$ cat config.mk
export PLATFORM = sky130hd
export DESIGN_NAME = rolling_hash_substring_search
export DESIGN_NICKNAME = d
export VERILOG_FILES = /design/src/design/rhss_pkg.sv /design/src/design/rhss_modred.sv /design/src/design/rhss_window.sv /design/src/design/rolling_hash_substring_search.sv
export SDC_FILE = /design/constraint.sdc
export NUM_CORES = 2
export LEC_CHECK = 0
export ABC_AREA = 1
export BUFFER_PORTS_ARGS = -buffer_cell sky130_fd_sc_hd__buf_2
export CORE_MARGIN = 10
export CORE_UTILIZATION = 35
export CTS_CLUSTER_SIZE = 20
export DETAILED_ROUTE_END_ITERATION = 7
export GPL_TIMING_DRIVEN = 1
export PLACE_DENSITY_LB_ADDON = 0.25
export SYNTH_ARGS = -nofsm -noshare
export SYNTH_HDL_FRONTEND = slang
export SYNTH_HIERARCHICAL = 1
export SYNTH_SLANG_ARGS = --single-unit
$ cat constraint.sdc
create_clock -name clk -period 7.8 [get_ports clk]
set_input_delay 1.95 -clock clk [delete_from_list [all_inputs] [get_ports clk]]
set_output_delay 1.95 -clock clk [all_outputs]
set_load 0.1 [all_outputs]
$ cat src/design/rhss_pkg.sv
// Package for the rolling hash substring search block.
// Widths, register indexes, sequencer states, interface structs and helpers.
// No dependencies.
`default_nettype none

package rhss_pkg;

    localparam int NEEDLE_MAX    = 8;
    localparam int POSITION_BITS = 16;
    localparam int BYTE_W        = 8;
    localparam int HASH_W        = 16;
    localparam int LEN_W         = 4;
    localparam int RADIX_W       = 8;
    localparam int POS_OUT_W     = 16;
    localparam int NEEDLE_W      = NEEDLE_MAX * BYTE_W;
    localparam int IDX_W         = (NEEDLE_MAX > 1) ? $clog2(NEEDLE_MAX) : 1;
    localparam int PROD_W        = BYTE_W + HASH_W;
    localparam int DIFF_W        = HASH_W + BYTE_W + 1;
    localparam int RED_W         = DIFF_W + RADIX_W;
    localparam int RED_CNT_W     = $clog2(RED_W + 1);
    localparam int CFG_IDX_W     = 2;

    localparam logic [POSITION_BITS-1:0] POS_MAX = {POSITION_BITS{1'b1}};

    typedef enum logic [CFG_IDX_W-1:0] {
        CFG_NEEDLE_BYTES,
        CFG_NEEDLE_LENGTH,
        CFG_HASH_RADIX,
        CFG_HASH_MODULUS
    } cfg_index_t;

    typedef enum logic [3:0] {
        ST_IDLE,
        ST_DROP,
        ST_LOAD,
        ST_REDUCE,
        ST_RESULT,
        ST_CFG_INIT,
        ST_CFG_HASH,
        ST_CFG_POWER
    } state_t;

    typedef enum logic [1:0] {
        OP_BYTE,
        OP_HASH,
        OP_POWER
    } op_t;

    typedef struct packed {
        logic             start;
        logic [RED_W-1:0] value;
    } red_req_t;

    typedef struct packed {
        logic busy;
        logic done;
    } red_stat_t;

    typedef struct packed {
        logic              clear;
        logic              shift;
        logic [BYTE_W-1:0] data;
    } win_ctrl_t;

    function automatic logic [BYTE_W-1:0] needle_byte(
        input logic [NEEDLE_W-1:0] bytes,
        input logic [IDX_W-1:0]    idx
    );
        return bytes[idx*BYTE_W +: BYTE_W];
    endfunction

endpackage

`default_nettype wire

$ cat src/design/rhss_modred.sv
// Shared modular reduction unit: remainder of a wide value by the modulus,
// one bit per cycle, most significant bit first. Uses rhss_pkg.
`default_nettype none

module rhss_modred
    import rhss_pkg::*;
(
    input  wire logic              clk,
    input  wire logic              rst_n,
    input  wire red_req_t          req,
    input  wire logic [HASH_W-1:0] modulus,
    output red_stat_t              stat,
    output logic [HASH_W-1:0]      remainder
);

    logic [RED_W-1:0]     value_reg;
    logic [RED_CNT_W-1:0] cnt_reg;
    logic                 busy_reg;
    logic                 done_reg;
    logic [HASH_W-1:0]    rem_reg;
    logic [HASH_W:0]      trial;
    logic [HASH_W:0]      rem_next;

    // r < m holds before each step, so 2r + bit < 2m: one subtract suffices
    always_comb
    begin
        trial = {rem_reg, value_reg[RED_W-1]};
        if (trial >= {1'b0, modulus})
        begin
            rem_next = trial - {1'b0, modulus};
        end
        else
        begin
            rem_next = trial;
        end
    end

    always_ff @(posedge clk or negedge rst_n)
    begin
        if (!rst_n)
        begin
            cnt_reg  <= '0;
            busy_reg <= 1'b0;
            done_reg <= 1'b0;
        end
        else if (req.start)
        begin
            cnt_reg  <= RED_CNT_W'(RED_W);
            busy_reg <= 1'b1;
            done_reg <= 1'b0;
        end
        else if (busy_reg)
        begin
            cnt_reg <= cnt_reg - RED_CNT_W'(1);
            if (cnt_reg == RED_CNT_W'(1))
            begin
                busy_reg <= 1'b0;
                done_reg <= 1'b1;
            end
        end
        else
        begin
            done_reg <= 1'b0;
        end
    end

    always_ff @(posedge clk)
    begin
        if (req.start)
        begin
            value_reg <= req.value;
            rem_reg   <= '0;
        end
        else if (busy_reg)
        begin
            value_reg <= {value_reg[RED_W-2:0], 1'b0};
            rem_reg   <= rem_next[HASH_W-1:0];
        end
    end

    assign stat.busy = busy_reg;
    assign stat.done = done_reg;
    assign remainder = rem_reg;

endmodule

`default_nettype wire

$ cat src/design/rhss_window.sv
// Window of the most recent text bytes, entry 0 newest, with oldest-byte
// select and byte-wise needle compare. Uses rhss_pkg.
`default_nettype none

module rhss_window
    import rhss_pkg::*;
(
    input  wire logic                clk,
    input  wire logic                rst_n,
    input  wire win_ctrl_t           ctrl,
    input  wire logic [NEEDLE_W-1:0] needle_bytes,
    input  wire logic [LEN_W-1:0]    len_eff,
    output logic [BYTE_W-1:0]        oldest,
    output logic                     bytes_equal
);

    logic [BYTE_W-1:0]     recent_reg [NEEDLE_MAX];
    logic [NEEDLE_MAX-1:0] lane_ok;

    always_ff @(posedge clk or negedge rst_n)
    begin
        if (!rst_n)
        begin
            for (int i = 0; i < NEEDLE_MAX; i++)
            begin
                recent_reg[i] <= '0;
            end
        end
        else if (ctrl.clear)
        begin
            for (int i = 0; i < NEEDLE_MAX; i++)
            begin
                recent_reg[i] <= '0;
            end
        end
        else if (ctrl.shift)
        begin
            recent_reg[0] <= ctrl.data;
            for (int i = 1; i < NEEDLE_MAX; i++)
            begin
                recent_reg[i] <= recent_reg[i-1];
            end
        end
    end

    assign oldest = recent_reg[IDX_W'(len_eff - LEN_W'(1))];

    // newest window byte lines up with the last needle byte
    always_comb
    begin
        for (int i = 0; i < NEEDLE_MAX; i++)
        begin
            if (LEN_W'(i) < len_eff)
            begin
                lane_ok[i] = recent_reg[i] == needle_byte(needle_bytes,
                             IDX_W'(len_eff - LEN_W'(1) - LEN_W'(i)));
            end
            else
            begin
                lane_ok[i] = 1'b1;
            end
        end
        bytes_equal = &lane_ok;
    end

endmodule

`default_nettype wire

$ cat src/design/rolling_hash_substring_search.sv
// Rolling hash substring search: first needle match in a byte stream.
// A byte is taken only in the idle state, so a new byte waits until the last one is through,
// held up by the 33-step serial modular reduction of each byte before a text's result.
// Bytes after a text's result skip the reduction. A config write runs len hash and len-1
// power reductions before ready returns.
// Reset: async, active low; registers to defaults, derived hashes preset, no sweep.
`default_nettype none

module rolling_hash_substring_search
    import rhss_pkg::*;
(
    input  wire logic                 clk,
    input  wire logic                 rst_n,
    input  wire logic                 s_axis_tvalid,
    output logic                      s_axis_tready,
    input  wire logic [BYTE_W-1:0]    s_axis_tdata,   // [7:0] text_byte
    input  wire logic                 s_axis_tuser,   // [0] text_first
    input  wire logic                 s_axis_tlast,   // text_last
    output logic                      m_axis_tvalid,
    input  wire logic                 m_axis_tready,
    output logic [POS_OUT_W-1:0]      m_axis_tdata,   // [15:0] match_position
    output logic                      m_axis_tuser,   // [0] found
    input  wire logic                 cfg_valid,
    output logic                      cfg_ready,
    input  wire logic [CFG_IDX_W-1:0] cfg_index,
    input  wire logic [NEEDLE_W-1:0]  cfg_data
);

    state_t state_reg, state_next;
    op_t    op_reg, op_next;
    logic   op_we;

    logic [NEEDLE_W-1:0]      needle_bytes_reg;
    logic [LEN_W-1:0]         needle_length_reg;
    logic [RADIX_W-1:0]       hash_radix_reg;
    logic [HASH_W-1:0]        hash_modulus_reg;
    logic [HASH_W-1:0]        window_hash_reg;
    logic [HASH_W-1:0]        needle_hash_reg;
    logic [HASH_W-1:0]        leading_power_reg;
    logic [POSITION_BITS-1:0] bytes_seen_reg;
    logic                     search_done_reg;
    logic [BYTE_W-1:0]        byte_reg;
    logic                     last_reg;
    logic [PROD_W-1:0]        drop_reg;
    logic [LEN_W-1:0]         iter_reg;
    logic                     out_valid_reg;
    logic                     out_found_reg;
    logic [POS_OUT_W-1:0]     out_pos_reg;

    logic [LEN_W-1:0]  len_eff;
    logic [HASH_W-1:0] mod_eff;
    logic              enough_bytes;
    logic              match;
    logic              res_needed;
    logic              out_blocked;
    logic [DIFF_W-1:0] v_diff;
    logic [RED_W-1:0]  v_byte;
    logic [RED_W-1:0]  v_hash;
    logic [RED_W-1:0]  v_power;
    logic [POSITION_BITS-1:0] pos_value;

    logic in_xfer, cfg_xfer;
    logic drop_load, byte_update, res_fire;
    logic cfg_init, hash_store, power_store, iter_inc, iter_set1;

    red_req_t          red_req;
    red_stat_t         red_stat;
    logic [HASH_W-1:0] red_rem;
    win_ctrl_t         win_ctrl;
    logic [BYTE_W-1:0] oldest;
    logic              bytes_equal;

    rhss_modred u_modred (
        .clk       (clk),
        .rst_n     (rst_n),
        .req       (red_req),
        .modulus   (mod_eff),
        .stat      (red_stat),
        .remainder (red_rem)
    );

    rhss_window u_window (
        .clk          (clk),
        .rst_n        (rst_n),
        .ctrl         (win_ctrl),
        .needle_bytes (needle_bytes_reg),
        .len_eff      (len_eff),
        .oldest       (oldest),
        .bytes_equal  (bytes_equal)
    );

    always_comb
    begin
        if (needle_length_reg == '0)
        begin
            len_eff = LEN_W'(1);
        end
        else if (needle_length_reg > LEN_W'(NEEDLE_MAX))
        begin
            len_eff = LEN_W'(NEEDLE_MAX);
        end
        else
        begin
            len_eff = needle_length_reg;
        end
        mod_eff = (hash_modulus_reg < HASH_W'(2)) ? HASH_W'(1) : hash_modulus_reg;
    end

    assign enough_bytes = bytes_seen_reg >= POSITION_BITS'(len_eff);
    assign match        = enough_bytes && (window_hash_reg == needle_hash_reg) && bytes_equal;
    assign res_needed   = match || last_reg;
    assign out_blocked  = out_valid_reg && !m_axis_tready;
    assign pos_value    = (bytes_seen_reg == POS_MAX) ? POS_MAX
                        : bytes_seen_reg - POSITION_BITS'(len_eff);

    // window update, stale oldest term removed with a multiple of the modulus added
    // so that the difference stays positive: (wh + 256m - oldest*lp)*R + b
    always_comb
    begin
        v_diff  = DIFF_W'(window_hash_reg) + DIFF_W'({mod_eff, 8'b0}) - DIFF_W'(drop_reg);
        v_byte  = RED_W'(v_diff) * RED_W'(hash_radix_reg) + RED_W'(byte_reg);
        v_hash  = RED_W'(needle_hash_reg) * RED_W'(hash_radix_reg)
                + RED_W'(needle_byte(needle_bytes_reg, IDX_W'(iter_reg)));
        v_power = RED_W'(leading_power_reg) * RED_W'(hash_radix_reg);
    end

    assign s_axis_tready = (state_reg == ST_IDLE) && !cfg_valid;
    assign cfg_ready     = (state_reg == ST_IDLE);
    assign in_xfer       = s_axis_tvalid && s_axis_tready;
    assign cfg_xfer      = cfg_valid && cfg_ready;

    always_comb
    begin
        state_next = state_reg;
        case (state_reg)
            ST_IDLE:
            begin
                if (cfg_xfer)
                begin
                    state_next = ST_CFG_INIT;
                end
                else if (in_xfer)
                begin
                    state_next = ST_DROP;
                end
            end
            ST_DROP:
            begin
                state_next = search_done_reg ? ST_IDLE : ST_LOAD;
            end
            ST_LOAD:
            begin
                state_next = ST_REDUCE;
            end
            ST_REDUCE:
            begin
                if (red_stat.done)
                begin
                    case (op_reg)
                        OP_HASH:  state_next = ST_CFG_HASH;
                        OP_POWER: state_next = ST_CFG_POWER;
                        default:  state_next = ST_RESULT;
                    endcase
                end
            end
            ST_RESULT:
            begin
                if (!(res_needed && out_blocked))
                begin
                    state_next = ST_IDLE;
                end
            end
            ST_CFG_INIT:
            begin
                state_next = ST_CFG_HASH;
            end
            ST_CFG_HASH:
            begin
                state_next = (iter_reg < len_eff) ? ST_REDUCE : ST_CFG_POWER;
            end
            ST_CFG_POWER:
            begin
                state_next = (iter_reg < len_eff) ? ST_REDUCE : ST_IDLE;
            end
            default:
            begin
                state_next = ST_IDLE;
            end
        endcase
    end

    always_comb
    begin
        red_req       = '0;
        win_ctrl      = '0;
        win_ctrl.data = byte_reg;
        op_next       = OP_BYTE;
        op_we         = 1'b0;
        drop_load     = 1'b0;
        byte_update   = 1'b0;
        res_fire      = 1'b0;
        cfg_init      = 1'b0;
        hash_store    = 1'b0;
        power_store   = 1'b0;
        iter_inc      = 1'b0;
        iter_set1     = 1'b0;
        case (state_reg)
            ST_IDLE:
            begin
                win_ctrl.clear = in_xfer && s_axis_tuser && !cfg_xfer;
            end
            ST_DROP:
            begin
                drop_load = !search_done_reg;
            end
            ST_LOAD:
            begin
                red_req.start = 1'b1;
                red_req.value = v_byte;
                op_next       = OP_BYTE;
                op_we         = 1'b1;
            end
            ST_REDUCE:
            begin
                if (red_stat.done)
                begin
                    case (op_reg)
                        OP_HASH:
                        begin
                            hash_store = 1'b1;
                            iter_inc   = 1'b1;
                        end
                        OP_POWER:
                        begin
                            power_store = 1'b1;
                            iter_inc    = 1'b1;
                        end
                        default:
                        begin
                            byte_update    = 1'b1;
                            win_ctrl.shift = 1'b1;
                        end
                    endcase
                end
            end
            ST_RESULT:
            begin
                res_fire = res_needed && !out_blocked;
            end
            ST_CFG_INIT:
            begin
                cfg_init = 1'b1;
            end
            ST_CFG_HASH:
            begin
                if (iter_reg < len_eff)
                begin
                    red_req.start = 1'b1;
                    red_req.value = v_hash;
                    op_next       = OP_HASH;
                    op_we         = 1'b1;
                end
                else
                begin
                    iter_set1 = 1'b1;
                end
            end
            ST_CFG_POWER:
            begin
                if (iter_reg < len_eff)
                begin
                    red_req.start = 1'b1;
                    red_req.value = v_power;
                    op_next       = OP_POWER;
                    op_we         = 1'b1;
                end
            end
            default:
            begin
                red_req = '0;
            end
        endcase
    end

    always_ff @(posedge clk or negedge rst_n)
    begin
        if (!rst_n)
        begin
            state_reg         <= ST_IDLE;
            op_reg            <= OP_BYTE;
            needle_bytes_reg  <= '0;
            needle_length_reg <= LEN_W'(1);
            hash_radix_reg    <= RADIX_W'(10);
            hash_modulus_reg  <= HASH_W'(31);
            needle_hash_reg   <= '0;
            leading_power_reg <= HASH_W'(1);
            window_hash_reg   <= '0;
            bytes_seen_reg    <= '0;
            search_done_reg   <= 1'b0;
            iter_reg          <= '0;
            out_valid_reg     <= 1'b0;
        end
        else
        begin
            state_reg <= state_next;
            if (op_we)
            begin
                op_reg <= op_next;
            end

            if (cfg_xfer)
            begin
                case (cfg_index_t'(cfg_index))
                    CFG_NEEDLE_BYTES:  needle_bytes_reg  <= cfg_data;
                    CFG_NEEDLE_LENGTH: needle_length_reg <= cfg_data[LEN_W-1:0];
                    CFG_HASH_RADIX:    hash_radix_reg    <= cfg_data[RADIX_W-1:0];
                    CFG_HASH_MODULUS:  hash_modulus_reg  <= cfg_data[HASH_W-1:0];
                    default:           needle_bytes_reg  <= needle_bytes_reg;
                endcase
            end

            if (cfg_init)
            begin
                needle_hash_reg   <= '0;
                leading_power_reg <= (mod_eff == HASH_W'(1)) ? '0 : HASH_W'(1);
                iter_reg          <= '0;
            end
            else if (iter_set1)
            begin
                iter_reg <= LEN_W'(1);
            end
            else if (iter_inc)
            begin
                iter_reg <= iter_reg + LEN_W'(1);
            end

            if (hash_store)
            begin
                needle_hash_reg <= red_rem;
            end
            if (power_store)
            begin
                leading_power_reg <= red_rem;
            end

            if (win_ctrl.clear)
            begin
                window_hash_reg <= '0;
                bytes_seen_reg  <= '0;
                search_done_reg <= 1'b0;
            end
            else if (byte_update)
            begin
                window_hash_reg <= red_rem;
                if (bytes_seen_reg != POS_MAX)
                begin
                    bytes_seen_reg <= bytes_seen_reg + POSITION_BITS'(1);
                end
            end
            else if (res_fire)
            begin
                search_done_reg <= 1'b1;
            end

            if (res_fire)
            begin
                out_valid_reg <= 1'b1;
            end
            else if (m_axis_tready)
            begin
                out_valid_reg <= 1'b0;
            end
        end
    end

    always_ff @(posedge clk)
    begin
        if (in_xfer)
        begin
            byte_reg <= s_axis_tdata;
            last_reg <= s_axis_tlast;
        end
        if (drop_load)
        begin
            drop_reg <= enough_bytes ? PROD_W'(oldest) * PROD_W'(leading_power_reg) : '0;
        end
        if (res_fire)
        begin
            out_found_reg <= match;
            out_pos_reg   <= match ? POS_OUT_W'(pos_value) : '0;
        end
    end

    assign m_axis_tvalid = out_valid_reg;
    assign m_axis_tuser  = out_found_reg;
    assign m_axis_tdata  = out_pos_reg;

endmodule

`default_nettype wire

==> results_dict.tcl <==
set metrics [dict create \
    synth_area_per_cell_um2 6.92 \
    arrival_ps 7690 \
    syn-cell-area_mm2 0.0437 \
    dp_hpwl_mm 120 \
    dpl_cell_area_mm2 0.0456 \
    cp_slowest_cell "fa_1" \
    slew_headroom 0.214 \
    finalInstanceArea_mm2 0.0472 \
    critPathLaunchType "register" \
    chipWidth_um 373 \
    cts_tree "done" \
    place_congestion 0.938 \
    firstDrtPassIters 7 \
    fp.dieH_um 373 \
    final_common_cell "nand2_1" \
    yosysWarnings 6 \
    die_area_mm2 0.139 \
    synthCells 6319 \
    seq_power_share 0.442 \
    cts.sinks 338 \
    p_per_area_mw_per_mm2 87.6 \
    initial_core_util 0.353 \
    cp_common_cell "nand2_1" \
    drc 0 \
    post_cts_resized 0 \
    comb_power_share 0.027 \
    grt_max_degree 134 \
    cp.required_ps 8180 \
    wl_per_cell_um 19.0 \
    htreeDepth 2 \
    area_growth_syn_to_layout_pct 7.90 \
    p_sw_frac 0.243 \
    min_from "u_modred/remainder[14]$_SDFFE_PP0P_" \
    drive_gt1_frac 0.0636 \
    cts_buffers 45 \
    finClkSkew_ps 41.5 \
    hp-class "reg2reg" \
    antenna_found_initial 9 \
    final_cell_mix "nand2_1 (2,012), inv_1 (1,194), nand3_1 (496), nor2_1 (441), fa_1 (417)" \
    crit_path_end_kind "register" \
    drv_slew 0 \
    numPortBuffers 100 \
    grt_pass1_vias 40200 \
    min_period_ps 7310 \
    num_rows 129 \
    setup_viol 0 \
    internal_power_mw 3.13 \
    ctsHoldBuffers 0 \
    multi_input_area_mm2 0.0292 \
    clk-insertion-delay-late_ps 640 \
    wl_mm 151 \
    fillCellCount 13200 \
    ioPinCount 101 \
    grt_setup_unrepaired "no" \
    grt_pass1_wl_mm 238 \
    peakVddDrop_uv 114 \
    cp_max_fo 6 \
    status "finished, final reports clean" \
    gr-usage-all-layers 0.215 \
    timing.final.crit_share 0.937 \
    max_freq_mhz 137 \
    utilization 0.381 \
    via_count 40300 \
    critPathLaunch "hash_modulus_reg[10]$_DFFE_PN0P_" \
    reg2reg_slack_ps 490 \
    synth_nets 7102 \
    cts_setup_buffers 0 \
    hold_viol_final 0 \
    core-area_mm2 0.124 \
    ant_nets 0 \
    clockRootBuffer "clkbuf_16" \
    power.clock.fraction 0.531 \
    r2r-start "hash_modulus_reg[10]$_DFFE_PN0P_" \
    clockBufferDepth 3 \
    viasPerCell 5.07 \
    ff_latch_area_mm2 0.00880 \
    crit_type "reg2reg" \
    slowest_delay_ps 580 \
    cap_violations 0 \
    fin_setup_tns_ps 0 \
    worst_slew_pin_slew_ps 1170 \
    p_sw_mw 1.00 \
    clk_pin_slew_ps 70 \
    overflow 0 \
    layout.nets 7055 \
    initialDrtViolationCount 3422 \
    leakage_nw 25.1 \
]
## worst paths after layout
path | end | cells past startpoint
worst max register to register | u_modred/value_reg[31]$_DFFE_PP_ | 31
min in group asynchronous | u_window/recent_reg[39]$_DFFE_PN0P_ | 1
worst min-delay path | u_modred/remainder[14]$_SDFFE_PP0P_ | 2
worst max-delay path | u_modred/value_reg[31]$_DFFE_PP_ | 31
worst min register to register | u_modred/remainder[14]$_SDFFE_PP0P_ | 2
max in group asynchronous | hash_modulus_reg[12]$_DFFE_PN0P_ | 2
## per-layer routing
layer,up-vias,part of all wire,GRT usage
li1,19300,-,-
met1,19500,0.47,0.304
met2,1327,0.43,0.340
met3,192,0.073,0.0353
met4,8,0.026,0.0526
met5,-,0.00028,0
## critical path, delay by kind of cell, from the launching register on
family	cells	cell delay [ps]
DFF	1	410
and+or+nand+nor	18	2380
AOI/OAI and AO/OA	3	910
adders and majority gates	7	3210
buffers and inverters	3	170
## cell type report
cell class | count | area share
repair buffers | 166 | 0.0216
flip-flops and latches | 338 | 0.187
clock inverters | 20 | 0.00523
inverters | 1213 | 0.0965
multi-input cells | 4508 | 0.619
well taps | 1637 | 0.0434
diodes | 1 | 0.0000531
clock buffers | 62 | 0.0271
## stage by stage
stage	power [mW]	setup slack, ps	cells	hold slack [ps]
5_1_grt	4.26	3.79	7945	523
6_report	4.13	491	7945	488
3_3_place_gp	1.97	508	7862	475
3_5_place_dp	1.97	407	7862	479
2_1_floorplan	1.89	1220	6319	451
4_1_cts	4.17	407	7944	491
## power by group through the flow
| stage | combinational, mW | sequential (mW) | clock [mW] |
|---|---|---|---|
| finish | 0.110 | 1.83 | 2.20 |
| floorplan | 0.0311 | 1.85 | 0 |
| detailed placement | 0.111 | 1.86 | 0 |
| global route | 0.122 | 1.83 | 2.31 |
| CTS | 0.111 | 1.83 | 2.24 |
| global placement | 0.110 | 1.86 | 0 |
No activity file was read; power rests on OpenSTA's default activity.
